## src/hdl/fcrgm_pkg.sv

```systemverilog
// ----------------------------------------------------------------------------
// fcrgm_pkg
// Shared types, constants and arithmetic helpers of the ramped gain mixer.
// ----------------------------------------------------------------------------
`default_nettype none

package fcrgm_pkg;

    localparam int NUM_CHANNELS_DEF = 4;
    localparam int SAMPLE_FIELDS    = 4;

    localparam int SAMPLE_W = 16;
    localparam int GAIN_W   = 16;
    localparam int Q_W      = 23;
    localparam int PROD_W   = Q_W + SAMPLE_W;
    localparam int RECIP_W  = 30;
    localparam int RECIP_SHIFT = 23;

    localparam logic signed [GAIN_W-1:0] UNITY_GAIN = 16'sd1000;
    // ceil(2^36 / 125): |gain| * 65536 / 1000 == (|gain| * RECIP) >> 23
    localparam logic [RECIP_W-1:0] RECIP = 30'd549755814;

    localparam logic [2:0] FUNC_FRAME      = 3'd0;
    localparam logic [2:0] FUNC_SET_GAIN   = 3'd1;
    localparam logic [2:0] FUNC_SET_MASTER = 3'd2;
    localparam logic [2:0] FUNC_MUTE       = 3'd3;
    localparam logic [2:0] FUNC_UNMUTE     = 3'd4;

    typedef enum logic [2:0] {
        ST_IDLE,
        ST_LANE_Q,
        ST_LANE_P,
        ST_MERGE,
        ST_MASTER_Q,
        ST_MASTER_P,
        ST_OUT
    } state_t;

    typedef struct packed {
        logic                     frame_accept;
        logic                     cmd_accept;
        logic [2:0]               func;
        logic [1:0]               channel;
        logic signed [GAIN_W-1:0] target;
        logic                     q_load;
        logic                     p_load;
    } lane_ctrl_t;

    typedef struct packed {
        logic                     cmd_set;
        logic signed [GAIN_W-1:0] target;
        logic                     tick;
        logic                     q_load;
        logic                     p_load;
    } master_ctrl_t;

    typedef struct packed {
        logic              start;
        logic [GAIN_W-1:0] steps;
        logic              down;
    } ramp_t;

    function automatic ramp_t ramp_plan(input logic signed [GAIN_W-1:0] current,
                                        input logic signed [GAIN_W-1:0] target);
        logic signed [GAIN_W:0] diff;
        logic [GAIN_W:0]        mag;
        ramp_t                  r;
        diff = $signed({target[GAIN_W-1], target}) - $signed({current[GAIN_W-1], current});
        mag = diff[GAIN_W] ? (GAIN_W+1)'(-diff) : (GAIN_W+1)'(diff);
        r.start = mag > (GAIN_W+1)'(2);
        r.steps = {mag[GAIN_W-1:1], 1'b0};
        r.down  = diff[GAIN_W];
        return r;
    endfunction

    function automatic logic signed [Q_W-1:0] gain_to_q(input logic signed [GAIN_W-1:0] gain);
        logic [GAIN_W-1:0]         mag;
        logic [GAIN_W+RECIP_W-1:0] prod;
        logic [Q_W-1:0]            qmag;
        mag  = gain[GAIN_W-1] ? GAIN_W'(-gain) : GAIN_W'(gain);
        prod = (GAIN_W+RECIP_W)'(mag) * (GAIN_W+RECIP_W)'(RECIP);
        qmag = prod[RECIP_SHIFT +: Q_W];
        return gain[GAIN_W-1] ? -$signed(qmag) : $signed(qmag);
    endfunction

    function automatic logic signed [SAMPLE_W-1:0] sat_prod(
        input logic signed [PROD_W-1:0] p);
        logic signed [PROD_W-SAMPLE_W-1:0] sh;
        sh = p[PROD_W-1:SAMPLE_W];
        if (sh > (PROD_W-SAMPLE_W)'(32767))
            return 16'sh7fff;
        else if (sh < -(PROD_W-SAMPLE_W)'(32768))
            return 16'sh8000;
        else
            return sh[SAMPLE_W-1:0];
    endfunction

    function automatic logic signed [SAMPLE_W-1:0] sat_sum(
        input logic signed [SAMPLE_W:0] s);
        if (s[SAMPLE_W] != s[SAMPLE_W-1])
            return s[SAMPLE_W] ? 16'sh8000 : 16'sh7fff;
        else
            return s[SAMPLE_W-1:0];
    endfunction

endpackage

`default_nettype wire

```

## src/hdl/fcrgm_master.sv

```systemverilog
// ----------------------------------------------------------------------------
// fcrgm_master
// Master gain ramp and two-stage scaling of the merged channel sum.
// ----------------------------------------------------------------------------
`default_nettype none

module fcrgm_master
    import fcrgm_pkg::*;
(
    input  wire logic                       clk,
    input  wire logic                       rst_n,
    input  wire master_ctrl_t               ctrl,
    input  wire logic signed [SAMPLE_W-1:0] acc,
    output logic signed [SAMPLE_W-1:0]      result
);

    logic signed [GAIN_W-1:0] gain_reg, gain_next;
    logic [GAIN_W-1:0]        steps_reg, steps_next;
    logic                     down_reg, down_next;
    logic signed [Q_W-1:0]    q_reg;
    logic signed [PROD_W-1:0] prod_reg;
    logic signed [PROD_W-1:0] prod;
    ramp_t                    plan;

    assign plan = ramp_plan(gain_reg, ctrl.target);

    always_comb
    begin
        gain_next  = gain_reg;
        steps_next = steps_reg;
        down_next  = down_reg;
        if (ctrl.tick && (steps_reg != '0))
        begin
            gain_next  = down_reg ? gain_reg - 16'sd1 : gain_reg + 16'sd1;
            steps_next = steps_reg - 16'd1;
        end
        if (ctrl.cmd_set && plan.start)
        begin
            steps_next = plan.steps;
            down_next  = plan.down;
        end
    end

    always_ff @(posedge clk or negedge rst_n)
    begin
        if (!rst_n)
        begin
            gain_reg  <= UNITY_GAIN;
            steps_reg <= '0;
            down_reg  <= 1'b0;
        end
        else
        begin
            gain_reg  <= gain_next;
            steps_reg <= steps_next;
            down_reg  <= down_next;
        end
    end

    assign prod = q_reg * acc;

    always_ff @(posedge clk)
    begin
        if (ctrl.q_load)
            q_reg <= gain_to_q(gain_reg);
        if (ctrl.p_load)
            prod_reg <= prod;
    end

    assign result = sat_prod(prod_reg);

endmodule

`default_nettype wire

```

## config.mk

```make
export PLATFORM = sky130hd
export DESIGN_NAME = fcrgm_master
export DESIGN_NICKNAME = d
export VERILOG_FILES = /design/src/hdl/fcrgm_pkg.sv /design/src/hdl/fcrgm_master.sv
export SDC_FILE = /design/constraint.sdc
export NUM_CORES = 2
export LEC_CHECK = 0
export BUFFER_PORTS_ARGS = -buffer_cell sky130_fd_sc_hd__buf_2
export CAP_MARGIN = 10
export CORE_MARGIN = 2
export CORE_UTILIZATION = 45
export DETAILED_ROUTE_END_ITERATION = 8
export HOLD_SLACK_MARGIN = 0.05
export SYNTH_ARGS = -nofsm -noshare
export SYNTH_HDL_FRONTEND = slang
export SYNTH_SLANG_ARGS = --single-unit
```

## constraint.sdc

```tcl
create_clock -name clk -period 11.2 [get_ports clk]
set_input_delay 0 -clock clk [delete_from_list [all_inputs] [get_ports clk]]
set_output_delay 0 -clock clk [all_outputs]
set_load 0.005 [all_outputs]
```

==> run_results.csv <==
group,metric,value,unit
worst_hold_path,hold_path.class,"primary input to flop",
routing,drc,0,
die,core_area,56400,µm²
yosys,synth-async-reset-ratio,0.418,
global_route,grt_max_degree,34,
global_route,grt_use_total,0.224,
setup_path,slowest_stage,"nor4_1",
routing,drt-met1-wl,27200,µm
routing,wl_per_cell,17.6,µm
global_route,grt_pass1_vias,20200,
die,start_util,0.455,
clock_network,clkTransAtPathRegs,0.07,ns
timing,min_period_over_period,0.891,
yosys,synth_most_common_cell,"inv_1",
finish,area_delta_synth_final,5.22,%
timing,rsz0062_at_grt,"no",
yosys,netlist.area_leader.share,0.378,
setup_path,cp_max_fo,9,
clock_network,cts_tree,"built",
placed_design,place.port_buffers,53,
routing,ant_nets,0,
setup_path,cp_data_required_time,11.38,ns
routing,vias,18800,
routing,dr_wl_met2,30700,µm
clock_network,cts.sinks,79,
timing,fin_skew,0.0165,ns
clock_network,cts_made_buffers,9,
routing,routed_via_density,5.26,
run,drv_cap,0,
yosys,yosys.cell_types.count,87,
die,dieArea,58900,µm²
routing,routed.top_layer,"met5",
yosys,synth_area_leader_cell,"fa_1",
clock_network,clockBufferDepth,2,
timing,min_period,9.98,ns
global_route,antenna_found_initial,2,
yosys,ys_ff_latch,79,
yosys,ys.warnings.count,0,
finish,nFillCells,5458,
timing,finalMaxSlewViolations,0,
setup_path,endpoint_kind,"flop",
timing,tightest_slew,1.12,ns
routing,dr.pass1.iters,5,
yosys,synthesis.area,25600,µm²
routing,dr.first_iter.drc_count,823,
routing,route.met3.wl,3360,µm
die,io-pin-count,54,
timing,slew_headroom,0.246,
yosys,syn_area_per_cell,9.12,µm²
setup_path,arrival,10.16,ns
finish,fin_nets,3629,
placed_design,dpl.hpwl,51700,µm
timing,fin_setup_tns,0,ns
finish,drive_above_1_share,0.0479,
yosys,synthCells,2812,
yosys,ys_seq_area_frac,0.0864,
global_route,grt_pass1_wl,105000,µm
timing,timing.final.hold_violations,0,
setup_path,cp-start-kind,"flop",
die,die_width,243,µm
placed_design,gp_congestion,0.904,
timing,fmaxAchievable,100,MHz
timing,setup_viol,0,
die,rows,87,
setup_path,cp_common_cell,"fa_1",
setup_path,critPathKind,"flop to flop",
setup_path,crit_path_max_incr_delay,0.97,ns
die,die_h,243,µm
routing,wl,62800,µm
yosys,synth_common_cells,"642 x inv_1, 484 x fa_1, 294 x ha_1, 289 x nand2_1, 152 x and2_1",
yosys,syn_nets,3628,
run_status,status,"finished clean",
yosys,synthFlopType,"edfxtp_1",
yosys,synth_edf_count,46,
clock_network,clock_latency,0.39,ns
clock_network,cts_root_buf,"clkbuf_16",
global_route,grt.overflow.total,0,
clock_network,cts.htree.levels,3,
yosys,yosys-top-cells-area,"fa_1 38%, ha_1 14%, inv_1 9.4%",
==> stage by stage <==
stage | area, µm² | instances | util | setup WS (ns) | hold slack (ns)
final | 27000 | 3576 | 0.478 | 1.22 | 0.106
after global routing | 27000 | 3575 | 0.478 | 0.648 | 0.131
after CTS | 27000 | 3574 | 0.478 | 1.27 | 0.0954
after detailed placement | 26700 | 3556 | 0.473 | 1.30 | 0.169
after global placement | 26700 | 3556 | 0.473 | 1.49 | 0.142
after floorplan | 25600 | 2812 | - | 1.77 | -0.296
==> cells in the final DEF, fill, tap and decap left out, types with 21 or more instances in the layout <==
master,n
a21o_1,21
a21oi_1,78
and2_1,152
buf_2,53
dfrtp_1,27
edfxtp_1,46
fa_1,484
ha_1,294
inv_1,642
nand2_1,289
nand2b_1,30
nand3_1,33
nor2_1,84
nor3_1,33
o21a_1,32
o21ai_0,73
o31ai_1,21
xnor2_1,83
xor2_1,39
==> layer usage <==
metal | vias to the layer above | global-route usage
met3 | 90 | 0.0318
met1 | 9405 | 0.296
met2 | 499 | 0.386
met5 | - | 0
met4 | 2 | 0.0608
li1 | 8824 | -
==> critical path, delay by kind of cell, from the launching register on <==
kind	cells	cell delay, ns
adders and majority gates	8	3.48
and+or+nand+nor	6	2.14
AOI/OAI and AO/OA	9	2.14
xor gates and xnor gates	1	0.89
buffers and inverters	5	0.75
DFF	1	0.37
==> layout make-up <==
cell class	count	area, µm²	share of cell area
diodes	2	5.00	0.000186
well taps	756	946	0.0351
multi-input cells	2005	20700	0.766
clock buffers	10	229	0.00849
flip-flops and latches	79	2210	0.0821
clock inverters	6	60.1	0.00223
repair buffers	75	435	0.0161
inverters	643	2410	0.0895
==> cells by family after synthesis <==
kind of cell,share of synthesized area
xor gates and xnor gates,0.0417
and+or+nand+nor,0.145
AOI/OAI and AO/OA,0.0917
muxes,0.00634
buffers and inverters,0.108
DFF,0.0864
adders and majority gates,0.521
==> final timing paths <==
kind	startpoint	end	slack [ns]	depth (start not counted)
setup / recovery	gain_reg[0]	q_reg[22]	1.22	29
hold / removal	ctrl[1]	q_reg[16]	0.11	1
setup reg to reg	gain_reg[0]	q_reg[22]	1.22	29
hold reg to reg	gain_reg[8]	gain_reg[8]	0.51	2
max in group asynchronous	rst_n	gain_reg[4]	10.42	2
min in group asynchronous	rst_n	steps_reg[14]	0.23	2
==> repair_timing <==
action                                 4_1_cts  5_1_grt
hold buffers                                 2        0
setup buffers                                0        0
endpoints found under the hold margin       30        0
resized for setup                            0        0
Power is left out: the tool's default activity adds up to more than one toggle a clock period on the data nets, which glitch-free logic cannot reach.
