$ cat config.mk
export PLATFORM = sky130hd
export DESIGN_NAME = fcrgm_lane
export DESIGN_NICKNAME = d
export VERILOG_FILES = /design/src/hdl/fcrgm_pkg.sv /design/src/hdl/fcrgm_lane.sv
export SDC_FILE = /design/constraint.sdc
export NUM_CORES = 2
export LEC_CHECK = 0
export CORE_ASPECT_RATIO = 1.1
export CORE_MARGIN = 8
export CORE_UTILIZATION = 40
export DETAILED_ROUTE_END_ITERATION = 10
export DONT_BUFFER_PORTS = 1
export GPL_TIMING_DRIVEN = 0
export PLACE_DENSITY = 0.62
export SLEW_MARGIN = 20
export SYNTH_ARGS = -nofsm -noshare
export SYNTH_HDL_FRONTEND = slang
export SYNTH_SLANG_ARGS = --single-unit
$ cat constraint.sdc
create_clock -name clk -period 10.2 [get_ports clk]
set_input_delay 0.51 -clock clk [delete_from_list [all_inputs] [get_ports clk]]
set_output_delay 0.51 -clock clk [all_outputs]
set_load 0.03 [all_outputs]
$ cat src/hdl/fcrgm_pkg.sv
// ----------------------------------------------------------------------------
// fcrgm_pkg
// Shared types, constants and arithmetic helpers of the ramped gain mixer.
// ----------------------------------------------------------------------------
`default_nettype none

package fcrgm_pkg;

    localparam int NUM_CHANNELS_DEF = 4;
    localparam int SAMPLE_FIELDS    = 4;

    localparam int SAMPLE_W = 16;
    localparam int GAIN_W   = 16;
    localparam int Q_W      = 23;
    localparam int PROD_W   = Q_W + SAMPLE_W;
    localparam int RECIP_W  = 30;
    localparam int RECIP_SHIFT = 23;

    localparam logic signed [GAIN_W-1:0] UNITY_GAIN = 16'sd1000;
    // ceil(2^36 / 125): |gain| * 65536 / 1000 == (|gain| * RECIP) >> 23
    localparam logic [RECIP_W-1:0] RECIP = 30'd549755814;

    localparam logic [2:0] FUNC_FRAME      = 3'd0;
    localparam logic [2:0] FUNC_SET_GAIN   = 3'd1;
    localparam logic [2:0] FUNC_SET_MASTER = 3'd2;
    localparam logic [2:0] FUNC_MUTE       = 3'd3;
    localparam logic [2:0] FUNC_UNMUTE     = 3'd4;

    typedef enum logic [2:0] {
        ST_IDLE,
        ST_LANE_Q,
        ST_LANE_P,
        ST_MERGE,
        ST_MASTER_Q,
        ST_MASTER_P,
        ST_OUT
    } state_t;

    typedef struct packed {
        logic                     frame_accept;
        logic                     cmd_accept;
        logic [2:0]               func;
        logic [1:0]               channel;
        logic signed [GAIN_W-1:0] target;
        logic                     q_load;
        logic                     p_load;
    } lane_ctrl_t;

    typedef struct packed {
        logic                     cmd_set;
        logic signed [GAIN_W-1:0] target;
        logic                     tick;
        logic                     q_load;
        logic                     p_load;
    } master_ctrl_t;

    typedef struct packed {
        logic              start;
        logic [GAIN_W-1:0] steps;
        logic              down;
    } ramp_t;

    function automatic ramp_t ramp_plan(input logic signed [GAIN_W-1:0] current,
                                        input logic signed [GAIN_W-1:0] target);
        logic signed [GAIN_W:0] diff;
        logic [GAIN_W:0]        mag;
        ramp_t                  r;
        diff = $signed({target[GAIN_W-1], target}) - $signed({current[GAIN_W-1], current});
        mag = diff[GAIN_W] ? (GAIN_W+1)'(-diff) : (GAIN_W+1)'(diff);
        r.start = mag > (GAIN_W+1)'(2);
        r.steps = {mag[GAIN_W-1:1], 1'b0};
        r.down  = diff[GAIN_W];
        return r;
    endfunction

    function automatic logic signed [Q_W-1:0] gain_to_q(input logic signed [GAIN_W-1:0] gain);
        logic [GAIN_W-1:0]         mag;
        logic [GAIN_W+RECIP_W-1:0] prod;
        logic [Q_W-1:0]            qmag;
        mag  = gain[GAIN_W-1] ? GAIN_W'(-gain) : GAIN_W'(gain);
        prod = (GAIN_W+RECIP_W)'(mag) * (GAIN_W+RECIP_W)'(RECIP);
        qmag = prod[RECIP_SHIFT +: Q_W];
        return gain[GAIN_W-1] ? -$signed(qmag) : $signed(qmag);
    endfunction

    function automatic logic signed [SAMPLE_W-1:0] sat_prod(
        input logic signed [PROD_W-1:0] p);
        logic signed [PROD_W-SAMPLE_W-1:0] sh;
        sh = p[PROD_W-1:SAMPLE_W];
        if (sh > (PROD_W-SAMPLE_W)'(32767))
            return 16'sh7fff;
        else if (sh < -(PROD_W-SAMPLE_W)'(32768))
            return 16'sh8000;
        else
            return sh[SAMPLE_W-1:0];
    endfunction

    function automatic logic signed [SAMPLE_W-1:0] sat_sum(
        input logic signed [SAMPLE_W:0] s);
        if (s[SAMPLE_W] != s[SAMPLE_W-1])
            return s[SAMPLE_W] ? 16'sh8000 : 16'sh7fff;
        else
            return s[SAMPLE_W-1:0];
    endfunction

endpackage

`default_nettype wire

$ cat src/hdl/fcrgm_lane.sv
// ----------------------------------------------------------------------------
// fcrgm_lane
// One channel: gain ramp, mute state and two-stage sample scaling.
// ----------------------------------------------------------------------------
`default_nettype none

module fcrgm_lane
    import fcrgm_pkg::*;
#(
    parameter int LANE_ID = 0
)
(
    input  wire logic                       clk,
    input  wire logic                       rst_n,
    input  wire lane_ctrl_t                 ctrl,
    input  wire logic                       present,
    input  wire logic signed [SAMPLE_W-1:0] sample,
    output logic signed [SAMPLE_W-1:0]      scaled
);

    localparam logic [1:0] LANE_SEL = 2'(LANE_ID);

    logic signed [GAIN_W-1:0]   gain_reg, gain_next;
    logic [GAIN_W-1:0]          steps_reg, steps_next;
    logic                       down_reg, down_next;
    logic                       muted_reg, muted_next;
    logic signed [GAIN_W-1:0]   saved_reg, saved_next;
    logic signed [SAMPLE_W-1:0] sample_reg;
    logic signed [Q_W-1:0]      q_reg;
    logic signed [PROD_W-1:0]   prod_reg;
    logic signed [PROD_W-1:0]   prod;
    ramp_t                      plan;
    logic signed [GAIN_W-1:0]   ramp_target;

    always_comb
    begin
        case (ctrl.func)
            FUNC_SET_GAIN: ramp_target = ctrl.target;
            FUNC_UNMUTE:   ramp_target = saved_reg;
            default:       ramp_target = '0;
        endcase
    end

    assign plan = ramp_plan(gain_reg, ramp_target);

    always_comb
    begin
        gain_next  = gain_reg;
        steps_next = steps_reg;
        down_next  = down_reg;
        muted_next = muted_reg;
        saved_next = saved_reg;
        if (ctrl.frame_accept && present && (steps_reg != '0))
        begin
            gain_next  = down_reg ? gain_reg - 16'sd1 : gain_reg + 16'sd1;
            steps_next = steps_reg - 16'd1;
        end
        if (ctrl.cmd_accept && (ctrl.channel == LANE_SEL))
        begin
            case (ctrl.func)
                FUNC_SET_GAIN:
                begin
                    if (muted_reg)
                        saved_next = ctrl.target;
                    else if (plan.start)
                    begin
                        steps_next = plan.steps;
                        down_next  = plan.down;
                    end
                end
                FUNC_MUTE:
                begin
                    muted_next = 1'b1;
                    if (muted_reg)
                        saved_next = '0;
                    else
                    begin
                        saved_next = gain_reg;
                        if (plan.start)
                        begin
                            steps_next = plan.steps;
                            down_next  = plan.down;
                        end
                    end
                end
                FUNC_UNMUTE:
                begin
                    muted_next = 1'b0;
                    if (plan.start)
                    begin
                        steps_next = plan.steps;
                        down_next  = plan.down;
                    end
                end
                default:
                begin
                end
            endcase
        end
    end

    always_ff @(posedge clk or negedge rst_n)
    begin
        if (!rst_n)
        begin
            gain_reg  <= UNITY_GAIN;
            steps_reg <= '0;
            down_reg  <= 1'b0;
            muted_reg <= 1'b0;
            saved_reg <= UNITY_GAIN;
        end
        else
        begin
            gain_reg  <= gain_next;
            steps_reg <= steps_next;
            down_reg  <= down_next;
            muted_reg <= muted_next;
            saved_reg <= saved_next;
        end
    end

    assign prod = q_reg * sample_reg;

    always_ff @(posedge clk)
    begin
        if (ctrl.frame_accept)
            sample_reg <= sample;
        if (ctrl.q_load)
            q_reg <= gain_to_q(gain_reg);
        if (ctrl.p_load)
            prod_reg <= prod;
    end

    assign scaled = sat_prod(prod_reg);

endmodule

`default_nettype wire

==> results.toml <==
[placed_design]
pre_cts_ws_ps = -193
place_congestion = 0.938
dp.cells = 3722
port_buffers = 0
dp_hpwl_mm = 56.1
place_area_um2 = 27900

[final_layout]
area_growth_pct = 6.04
fillers = 6523
fin_cells = 3752
finalInstanceArea_um2 = 28400
drive_above_1_share = 0.0346
multi_input_comb_area_um2 = 21000
fin_nets = 3706
utilization = 0.428
seqCellArea_um2 = 3130

[synth]
synth_area_per_cell_um2 = 9.34
synth-seq-cells = 112
async_flop_share = 0.446
yosysTopAreaCellShare = 0.362
yosysSeqAreaShare = 0.117
synth_edf_count = 62
syn_area_um2 = 26700
yosysTopAreaCell = "fa_1"
ys_top_cells_by_area = "fa_1 36%, ha_1 14%, inv_1 8.9%, edfxtp_1 7.0%, nand2_1 4.0%"
synthDistinctLibCells = 92
synth_ff_type = "edfxtp_1"
synth_nets = 3685
synth.most_common_cell = "inv_1"
ys_warn_count = 0
syn_inst = 2863
yosys-top-cells-count = "637 x inv_1, 484 x fa_1, 294 x ha_1"

[critical_path]
cp-start-kind = "flip-flop"
cp-end-kind = "flip-flop"
max_stage_delay_ps = 590
crit_path_top_delay_cell = "nor4_1"
path_class = "flip-flop to flip-flop"
crit_top_cell = "inv_1"
critical_path_required_ps = 10460
cp_max_fo = 8
cp.arrival_ps = 9650

[clock_tree]
clockBufferDepth = 2
clock-root-buffer = "clkbuf_16"
cts_buffers = 9
clkTransAtPathRegs_ps = 110
clkSinkCount = 112
cts_tree = "yes"
clock_latency_ps = 410
h-tree-depth = 3

[floorplan]
core_um2 = 66300
die_w_um = 263
die_h_um = 287
start_util = 0.404
rows = 99
ios = 60
dieArea_um2 = 75400

[timing]
fmax_ghz = 0.106
slew_headroom = 0.251
fin_ws_ps = 808
slew_violations = 0
clock-skew-final_ps = 20.0
setup_viol = 0
hold_viol = 0
fin_crit_sh = 0.921
fin_crit_ps = 9390
tightest_slew_ps = 1110
rsz0062_at_grt = "no"

[grt]
grt_remaining_overflow = 0
grt_max_degree = 51
grt_use_total = 0.182
grt_pass1_vias = 20700
antenna_found_initial = 3
grt_pass1_wl_mm = 109

[run_status]
status = "complete, no violations"

[route]
drt_pass1_iterations = 7
postRouteAntennaNets = 0
drt-initial-drc-count = 1059
drt_wl_total_mm = 67.1
vias = 19400
drc = 0
wire_per_inst_um = 17.9
viasPerCell = 5.17

[flow_run]
drv_cap = 0

[hold_path]
hp-class = "input port to flip-flop"
worst max-delay path, delay by kind of cell, from the launching register on:
kind,cells,cell delay [ps]
adder cells (fa/ha/maj),8,3440
AO/OA/AOI/OAI,7,2070
AND/OR/NAND/NOR,5,1400
XOR/XNOR,2,930
flip-flops,1,520
buffers and inverters,6,500
multiplexers,1,350
logic make-up after synthesis:
logic type               count (synthesis)  synth area share
buffers and inverters                  725             0.102
adder cells (fa/ha/maj)                778             0.500
AO/OA/AOI/OAI                          385             0.101
XOR/XNOR                               125            0.0416
flip-flops                             112             0.117
AND/OR/NAND/NOR                        725             0.133
multiplexers                            13           0.00496
repair_timing:
item / in CTS / in global routing
buffers inserted: 0 / 7
hold endpoints to repair: 50 / 0
gates resized for setup: 1 / 5
pin swaps: 0 / 1
hold buffers: 2 / 0
endpoints found under the setup margin: 3 / 6
layout by cell type (no fill, tap or decap), drive strengths merged, types with 66 or more instances in the layout:
cell    instances
nor2           97
a21oi         102
and2          147
nand2         287
fa            484
ha            294
o21ai          66
clkbuf         87
inv           643
xnor2          95
stage by stage:
step                setup TNS [ps]  hold WS, ps
finish                           0          191
global route                     0          168
CTS                              0          168
global placement              -512          216
floorplan                        0          214
detailed placement            -205          216
per-layer routing:
| metal | routed length (um) | global-route usage | up-vias |
|---|---|---|---|
| met4 | 2300 | 0.0631 | 0 |
| met2 | 32800 | 0.320 | 538 |
| met3 | 4110 | 0.0325 | 113 |
| li1 | - | - | 9108 |
| met1 | 27900 | 0.223 | 9654 |
| met5 | 0 | 0 | - |
final timing paths:
path | cells after the start | slack, ps | startpoint | end
setup / recovery | 29 | 810 | gain_reg[4] | q_reg[22]
hold / removal | 0 | 190 | sample[12] | sample_reg[12]
setup reg to reg | 29 | 810 | gain_reg[4] | q_reg[22]
hold reg to reg | 2 | 510 | saved_reg[6] | saved_reg[6]
max in group asynchronous | 2 | 9310 | rst_n | gain_reg[5]
min in group asynchronous | 2 | 610 | rst_n | muted_reg
area by class of cell:
type                            instances  share of cell area
Clock buffer                            9             0.00794
Clock inverter                          7             0.00362
Buffer                                 87              0.0120
Multi-Input combinational cell       2026               0.740
Inverter                              638              0.0846
Antenna cell                            5            0.000441
Tap cell                              858              0.0379
Sequential cell                       112               0.110
Timing Repair Buffer                   10             0.00335
Power is left out: the tool's default activity adds up to more than one toggle a clock period on the data nets, which glitch-free logic cannot reach.
